--- src/hdl/urlpd_pkg.sv ---
// Shared types, character constants and hex helpers for the percent decoder.
// Depends on nothing; imported by every module of the block.
package urlpd_pkg;

   localparam int BUNDLE_MAX  = 3;
   localparam int COUNT_W     = $clog2(BUNDLE_MAX + 1);
   localparam int QUEUE_DEPTH = 2;
   localparam int QUEUE_PTR_W = $clog2(QUEUE_DEPTH);
   localparam int QUEUE_CNT_W = $clog2(QUEUE_DEPTH + 1);

   localparam logic [7:0] CH_PERCENT = 8'h25;
   localparam logic [7:0] CH_PLUS    = 8'h2B;
   localparam logic [7:0] CH_SPACE   = 8'h20;
   localparam logic [7:0] CH_ZERO    = 8'h30;
   localparam logic [7:0] CH_NINE    = 8'h39;
   localparam logic [7:0] CH_UPPER_A = 8'h41;
   localparam logic [7:0] CH_UPPER_F = 8'h46;
   localparam logic [7:0] CH_LOWER_A = 8'h61;
   localparam logic [7:0] CH_LOWER_F = 8'h66;

   // Up to three decoded bytes released by one input byte, oldest in slot 0.
   typedef struct packed {
      logic [BUNDLE_MAX-1:0][7:0] data;
      logic [COUNT_W-1:0]         count;
      logic                       last;
   } bundle_type;

   function automatic logic is_hex(input logic [7:0] c);
      return ((c >= CH_ZERO) && (c <= CH_NINE)) ||
             ((c >= CH_UPPER_A) && (c <= CH_UPPER_F)) ||
             ((c >= CH_LOWER_A) && (c <= CH_LOWER_F));
   endfunction

   // Letters of either case have a low nibble of 1 to 6, so adding nine gives 10 to 15.
   function automatic logic [3:0] hex_value(input logic [7:0] c);
      logic [3:0] nib;
      nib = c[3:0];
      if (c <= CH_NINE) begin
         return nib;
      end
      return nib + 4'd9;
   endfunction

endpackage

--- src/hdl/urlpd_front.sv ---
// Front end: accepts encoded bytes, tracks the escape state and builds a
// bundle of the bytes each input releases. Depends on urlpd_pkg.
module urlpd_front import urlpd_pkg::*; (
   input  logic       clock,
   input  logic       reset,
   input  logic       in_valid,
   input  logic       in_ready,
   input  logic [7:0] in_byte,
   input  logic       in_end,
   output logic       push,
   output bundle_type push_bundle
);

   typedef enum logic [1:0] {
      PH_IDLE    = 2'd0,
      PH_PERCENT = 2'd1,
      PH_DIGIT   = 2'd2
   } phase_type;

   phase_type  phase_ff, phase_in;
   logic [7:0] held_ff, held_in;
   bundle_type bundle;

   always_comb begin
      logic             run_idle;
      logic [COUNT_W-1:0] n;
      phase_type        ph;
      logic [7:0]       held;
      run_idle    = 1'b0;
      n           = '0;
      ph          = PH_IDLE;
      held        = held_ff;
      bundle.data = '0;
      bundle.last = 1'b0;

      unique case (phase_ff)
         PH_PERCENT: begin
            if (is_hex(in_byte)) begin
               ph   = PH_DIGIT;
               held = in_byte;
            end else begin
               bundle.data[n[1:0]] = CH_PERCENT;
               n        = n + 1'b1;
               run_idle = 1'b1;
            end
         end
         PH_DIGIT: begin
            if (is_hex(in_byte)) begin
               bundle.data[n[1:0]] = {hex_value(held_ff), hex_value(in_byte)};
               n = n + 1'b1;
            end else begin
               bundle.data[n[1:0]] = CH_PERCENT;
               n = n + 1'b1;
               bundle.data[n[1:0]] = held_ff;
               n        = n + 1'b1;
               run_idle = 1'b1;
            end
            held = '0;
         end
         default: begin
            run_idle = 1'b1;
         end
      endcase

      if (run_idle) begin
         if (in_byte == CH_PERCENT) begin
            ph = PH_PERCENT;
         end else if (in_byte == CH_PLUS) begin
            bundle.data[n[1:0]] = CH_SPACE;
            n = n + 1'b1;
         end else begin
            bundle.data[n[1:0]] = in_byte;
            n = n + 1'b1;
         end
      end

      // A string that ends inside an escape flushes it literally.
      if (in_end) begin
         if (ph == PH_PERCENT) begin
            bundle.data[n[1:0]] = CH_PERCENT;
            n = n + 1'b1;
         end else if (ph == PH_DIGIT) begin
            bundle.data[n[1:0]] = CH_PERCENT;
            n = n + 1'b1;
            bundle.data[n[1:0]] = held;
            n = n + 1'b1;
         end
         ph          = PH_IDLE;
         held        = '0;
         bundle.last = 1'b1;
      end

      bundle.count = n;
      phase_in     = ph;
      held_in      = held;
   end

   always_ff @(posedge clock) begin
      if (reset) begin
         phase_ff <= PH_IDLE;
         held_ff  <= '0;
      end else if (in_valid && in_ready) begin
         phase_ff <= phase_in;
         held_ff  <= held_in;
      end
   end

   assign push        = in_valid && in_ready && (bundle.count != '0);
   assign push_bundle = bundle;

endmodule

--- src/hdl/urlpd_queue.sv ---
// Two-entry bundle queue between the front and the back end.
// Depends on urlpd_pkg.
module urlpd_queue import urlpd_pkg::*; (
   input  logic       clock,
   input  logic       reset,
   input  logic       push,
   input  bundle_type push_bundle,
   input  logic       pop,
   output logic       full,
   output logic       head_valid,
   output bundle_type head_bundle
);

   bundle_type             entry_ff [QUEUE_DEPTH];
   logic [QUEUE_PTR_W-1:0] wr_ptr_ff, rd_ptr_ff;
   logic [QUEUE_CNT_W-1:0] count_ff, count_in;

   always_comb begin
      count_in = count_ff;
      if (push && !pop) begin
         count_in = count_ff + 1'b1;
      end else if (pop && !push) begin
         count_in = count_ff - 1'b1;
      end
   end

   always_ff @(posedge clock) begin
      if (reset) begin
         wr_ptr_ff <= '0;
         rd_ptr_ff <= '0;
         count_ff  <= '0;
      end else begin
         if (push) begin
            wr_ptr_ff <= wr_ptr_ff + 1'b1;
         end
         if (pop) begin
            rd_ptr_ff <= rd_ptr_ff + 1'b1;
         end
         count_ff <= count_in;
      end
   end

   always_ff @(posedge clock) begin
      if (push) begin
         entry_ff[wr_ptr_ff] <= push_bundle;
      end
   end

   assign full        = (count_ff == QUEUE_CNT_W'(QUEUE_DEPTH));
   assign head_valid  = (count_ff != '0);
   assign head_bundle = entry_ff[rd_ptr_ff];

endmodule

--- src/hdl/urlpd_back.sv ---
// Back end: walks the head bundle one byte at a time into a registered
// output stage. Depends on urlpd_pkg.
module urlpd_back import urlpd_pkg::*; (
   input  logic       clock,
   input  logic       reset,
   input  logic       head_valid,
   input  bundle_type head_bundle,
   output logic       pop,
   output logic       out_valid,
   input  logic       out_ready,
   output logic [7:0] out_byte,
   output logic       out_last
);

   logic [COUNT_W-1:0] idx_ff, idx_in;
   logic               out_valid_ff;
   logic [7:0]         out_byte_ff;
   logic               out_last_ff;
   logic               load;
   logic               final_slot;

   assign load       = head_valid && (!out_valid_ff || out_ready);
   assign final_slot = (idx_ff == head_bundle.count - 1'b1);
   assign pop        = load && final_slot;
   assign idx_in     = final_slot ? '0 : idx_ff + 1'b1;

   always_ff @(posedge clock) begin
      if (reset) begin
         idx_ff       <= '0;
         out_valid_ff <= 1'b0;
      end else if (load) begin
         idx_ff       <= idx_in;
         out_valid_ff <= 1'b1;
      end else if (out_ready) begin
         out_valid_ff <= 1'b0;
      end
   end

   always_ff @(posedge clock) begin
      if (load) begin
         out_byte_ff <= head_bundle.data[idx_ff[1:0]];
         out_last_ff <= head_bundle.last && final_slot;
      end
   end

   assign out_valid = out_valid_ff;
   assign out_byte  = out_byte_ff;
   assign out_last  = out_last_ff;

endmodule

--- src/hdl/url_percent_decoder.sv ---
// Percent decoder: a decoded byte passes from the front into a queue entry, then
// into the back end's output register. One input byte per cycle is sustained
// while each releases at most one byte and the output is not stalled; an input
// releasing several bytes holds the single output port until all have left, and
// the two-bundle queue absorbs that. Reset is synchronous and active high; it
// returns the escape state to idle and empties the queue and the output stage.
//
// Structure: urlpd_front keeps the escape phase and the held hex digit and turns
// every accepted byte into a bundle of zero to three output bytes (a '%' waits
// silently, a complete escape yields one byte, a malformed one yields the literal
// '%' and any held digit ahead of the current byte, and one cut off by the end of
// the string is flushed literally at the end). Empty bundles are never queued.
// urlpd_queue decouples the two ends, so input is refused only when both queue
// entries are occupied. urlpd_back serialises the head bundle into the output
// register, one byte a cycle unless stalled; tlast flags the string's last byte.
module url_percent_decoder import urlpd_pkg::*; (
   input  logic       clock,
   input  logic       reset,
   input  logic       req_tvalid,
   output logic       req_tready,
   input  logic [7:0] req_tdata,   // [7:0] in_byte
   input  logic       req_tlast,   // end_of_string
   output logic       rsp_tvalid,
   input  logic       rsp_tready,
   output logic [7:0] rsp_tdata,   // [7:0] out_byte
   output logic       rsp_tlast    // out_last
);

   logic       push;
   bundle_type push_bundle;
   logic       pop;
   logic       full;
   logic       head_valid;
   bundle_type head_bundle;

   // Input is taken whenever the queue has room for the bundle it may produce.
   assign req_tready = !full;

   urlpd_front u_front (
      .clock       (clock),
      .reset       (reset),
      .in_valid    (req_tvalid),
      .in_ready    (req_tready),
      .in_byte     (req_tdata),
      .in_end      (req_tlast),
      .push        (push),
      .push_bundle (push_bundle)
   );

   urlpd_queue u_queue (
      .clock       (clock),
      .reset       (reset),
      .push        (push),
      .push_bundle (push_bundle),
      .pop         (pop),
      .full        (full),
      .head_valid  (head_valid),
      .head_bundle (head_bundle)
   );

   urlpd_back u_back (
      .clock       (clock),
      .reset       (reset),
      .head_valid  (head_valid),
      .head_bundle (head_bundle),
      .pop         (pop),
      .out_valid   (rsp_tvalid),
      .out_ready   (rsp_tready),
      .out_byte    (rsp_tdata),
      .out_last    (rsp_tlast)
   );

endmodule

--- config.mk ---
export PLATFORM = sky130hd
export DESIGN_NAME = url_percent_decoder
export DESIGN_NICKNAME = d
export VERILOG_FILES = /design/src/hdl/urlpd_pkg.sv /design/src/hdl/urlpd_front.sv /design/src/hdl/urlpd_queue.sv /design/src/hdl/urlpd_back.sv /design/src/hdl/url_percent_decoder.sv
export SDC_FILE = /design/constraint.sdc
export NUM_CORES = 1
export LEC_CHECK = 0
export BUFFER_PORTS_ARGS = -buffer_cell sky130_fd_sc_hd__buf_2
export CAP_MARGIN = 20
export CORE_UTILIZATION = 42
export DETAILED_ROUTE_END_ITERATION = 8
export GPL_TIMING_DRIVEN = 0
export PLACE_DENSITY_LB_ADDON = 0.12
export SYNTH_ARGS = -nofsm -noshare
export SYNTH_HDL_FRONTEND = slang
export SYNTH_SLANG_ARGS = --single-unit
--- constraint.sdc ---
create_clock -name clock -period 8.8 [get_ports clock]
set_input_delay 1.32 -clock clock [delete_from_list [all_inputs] [get_ports clock]]
set_output_delay 1.32 -clock clock [all_outputs]
set_load 0.01 [all_outputs]
==> impl_metrics.env <==
export IMPL_fmax_mhz=163
export IMPL_clockBufferDepth=2
export IMPL_fp_dieH_um=104
export IMPL_totalWireLength_mm=10.6
export IMPL_p_total_w=0.00111
export IMPL_syn_area_um2=4400
export IMPL_grt_max_degree=28
export IMPL_yosys_area_top_type="edfxtp_1"
export IMPL_synth_area_mux_share_pct=7.33
export IMPL_via_per_inst=5.76
export IMPL_synth_cells=397
export IMPL_synth_nets=428
export IMPL_cts_tree="built"
export IMPL_period_share_pct=69.6
export IMPL_vias=3286
export IMPL_cp_required_ns=9.07
export IMPL_outcome="completed"
export IMPL_worst_pin_slew_ns=0.860
export IMPL_power_density_nw_per_um2=224
export IMPL_tns_ns=0
export IMPL_synth_simple_gate_area_share_pct=13.1
export IMPL_cts_setup_buffers=0
export IMPL_grt_setup_unrepaired="false"
export IMPL_cp_start_kind="input port"
export IMPL_timing_rr_start="u_front.phase_ff[0]$_SDFFE_PP0P_"
export IMPL_holdBufCountCts=0
export IMPL_ir_drop_v=0.0000846
export IMPL_dp_slack_ns=2.43
export IMPL_drc=0
export IMPL_synth_xor_area_share_pct=2.39
export IMPL_maxSlewHeadroom_pct=42.5
export IMPL_cts_clk_slew_worst_paths_ns=0.07
export IMPL_hold_path_depth=2
export IMPL_grt_pass1_vias=3286
export IMPL_detail_route_antenna_nets=0
export IMPL_reg2reg_depth=18
export IMPL_hold_path_class="reg -> reg"
export IMPL_wl_per_cell_um=18.5
export IMPL_area_delta_synth_final_pct=12.3
export IMPL_die_area_um2=10900
export IMPL_seq_area_frac_synth_pct=51.2
export IMPL_die_w_um=104
export IMPL_clock_sinks=81
export IMPL_drv_slew=0
export IMPL_p_leak_nw=1.75
export IMPL_diodes=0
export IMPL_drv_cap=0
export IMPL_synth_compound_area_share_pct=17.1
export IMPL_r2r_slack_ns=4.36
export IMPL_std_cell_rows=37
export IMPL_htree_num_levels=3
export IMPL_rr_endpoint="u_queue.count_ff[1]$_SDFFE_PP0P_"
export IMPL_ys_ff_latch=81
export IMPL_crit_top_cell="ha_1"
export IMPL_synthAdderAreaFrac_pct=5.12
export IMPL_io_buffers=19
export IMPL_critical_path_max_stage_delay_ns=0.43
export IMPL_fin_skew_ns=0.0132
export IMPL_yosysWarningCount=0
export IMPL_final_cells=570
export IMPL_final_area_um2=4940
export IMPL_hold_start="u_back.out_valid$_SDFFE_PP0P_"
export IMPL_core_area_um2=10200
export IMPL_drt_first_iter_violations=202
export IMPL_place_area_um2=4730
export IMPL_synth_top_cell_area_share_pct=43.0
export IMPL_yosysUniqueCellTypes=54
export IMPL_initial_core_util_pct=43.0
export IMPL_holdPathEnd="u_back.out_valid$_SDFFE_PP0P_"
export IMPL_arrival_ns=6.39
export IMPL_cts_root_buffer="clkbuf_8"
export IMPL_dpl_hpwl_mm=8.02
export IMPL_clkLatencyLatePin_ns=0.34
export IMPL_period_minus_slack_ns=6.13
export IMPL_synth_flop_cell="edfxtp_1"
export IMPL_critPathMaxFanout=8
export IMPL_synth_edf_count=63
export IMPL_cp_cell_sequence="buf_2 -> clkbuf_1 -> inv_1 -> ha_1 -> nor3b_1 -> a311oi_1 -> o211ai_1 -> nand2_1 -> mux2i_1 -> ha_1 -> nand2_1 -> o21ai_0 -> o21ai_0 -> ha_1 -> o21ai_0 -> or3_1 -> a21oi_1 -> o32ai_1 -> nand2_1 -> ha_1 -> or3_1 -> a21oi_1"
export IMPL_antenna_found_initial=0
export IMPL_drive_above_1_share_pct=12.9
export IMPL_first_pass_iters=4
export IMPL_setup_viol=0
export IMPL_io_pins=24
export IMPL_path_class="in -> reg"
export IMPL_worst_slack_ns=2.67
export IMPL_grt_usage_pct=20.4
export IMPL_synth_top_family_by_area="compound AO/OA/AOI/OAI gates"
export IMPL_fin_nets=460
export IMPL_synthTopCellsByArea="edfxtp_1, dfxtp_1, ha_1"
export IMPL_grt_pass1_wl_mm=17.4
export IMPL_syn_avg_cell_area_um2=11.1
export IMPL_grt_overflow_total=0
export IMPL_dp_cells=554
export IMPL_nFillCells=957
export IMPL_synth_async_reset_ratio_pct=0
export IMPL_routabilityCongestion=0.944
export IMPL_cts_resized=0
export IMPL_hold_viol=0
export IMPL_cp_end_kind="flop"
export IMPL_numCtsBuffers=9
export IMPL_slowest_stage="ha_1"
-- flip-flops by register name (all words and copies together) (netlist names), named ones only --
signal,cells
u_queue.rd_ptr_ff,1
u_back.out_last,1
u_back.idx_ff,2
u_back.out_valid,1
u_queue.entry_ff,54
u_queue.wr_ptr_ff,1
u_back.out_byte,8
u_queue.count_ff,2
u_front.held_ff,8
u_front.phase_ff,2
-- cells in the mapped netlist (all sizes together), types with 2 or more instances --
cell type and count:
or3 6, and2 6, o32ai 2, inv 19
clkbuf 18, xnor2 7, a41oi 2, o22ai 20
o2bb2ai 2, a31oi 4, nand2 36, mux4 8
dfxtp 18, edfxtp 63, a21o 5, buf 5
o21ai 16, nand3b 5, nand2b 8, xor2 5
ha 18, o211ai 3, a21oi 17, o21a 3
mux2i 12, nand3 5, a32oi 10, nor2 23
nor3b 3, nor3 10, and3 2, and4 3
mux2 2, a22oi 13, a2bb2oi 4
-- routing by layer --
layer  share of wire [%]  wire, µm  vias to the layer above  global-route usage [%]
met1                  47      4950                     1605                    26.6
li1                    -         -                     1575                       -
met2                  47      4980                       85                    33.3
met5                   0         0                        -                       0
met3                 3.4       362                       21                    4.01
met4                 2.5       263                        0                    8.16
-- worst max-delay path: cells and delay by family --
| family | cells | cell delay [ns] |
|---|---|---|
| compound gates | 8 | 1.56 |
| simple gates | 6 | 1.35 |
| mux | 1 | 0.34 |
| buf+inv | 3 | 0.58 |
| fa+ha+maj | 4 | 1.22 |
-- worst max path at each step --
stage	from	endpoint
final	req_tdata[0]	u_queue.count_ff[1]$_SDFFE_PP0P_
after global routing	req_tdata[0]	u_queue.count_ff[1]$_SDFFE_PP0P_
after CTS	req_tdata[0]	u_queue.count_ff[1]$_SDFFE_PP0P_
after detailed placement	req_tdata[0]	u_queue.count_ff[1]$_SDFFE_PP0P_
after global placement	req_tdata[0]	u_queue.entry_ff[0][11]$_DFFE_PP_
after floorplan	req_tdata[0]	u_queue.entry_ff[0][0]$_DFFE_PP_
-- cells in the final DEF, fill, tap and decap left out, types with 10 or more instances in the layout --
cell type  netlist  layout
nor2_1          23      23
dfxtp_1         18      18
a32oi_1         10      10
edfxtp_1        63      63
buf_2            1      20
o21ai_0         14      14
ha_1            18      18
nand2_1         36      36
mux2i_1         12      12
a21oi_1         17      16
o22ai_1         20      20
inv_1           19      19
a22oi_1         13      13
clkbuf_1        17      17
-- cells by family (layout without fill, tap and decap cells) --
family | after synthesis | after routing
AND/OR/NAND/NOR | 112 | 112
flip-flops | 81 | 81
multiplexers | 22 | 22
adder cells (fa/ha/maj) | 18 | 18
AO/OA/AOI/OAI | 110 | 110
XOR/XNOR | 12 | 12
buffers and inverters | 42 | 79
-- final cells by class --
class,count,area [µm²],area share [%]
timing repair buffer,21,135,2.73
sequential,81,2250,45.5
buffer,23,96.3,1.95
multi-input combinational,274,2000,40.5
clock inverter,7,93.8,1.90
tap,136,170,3.44
clock buffer,9,124,2.51
inverter,19,71.3,1.44
-- metrics by stage --
step / util (%) / hold WS (ns)
finish: 48.3 / 0.510
detailed placement: 46.2 / 0.500
floorplan: - / 0.455
global route: 48.3 / 0.533
global placement: 45.6 / 0.476
CTS: 48.3 / 0.513
-- power breakdown --
part	internal [W]	switching, W	total (W)
registers	0.000494	0.0000212	0.000515
logic	0.000130	0.000171	0.000301
clock network	0.000160	0.000134	0.000294
Note: power is estimated with default switching activity, not from simulation.
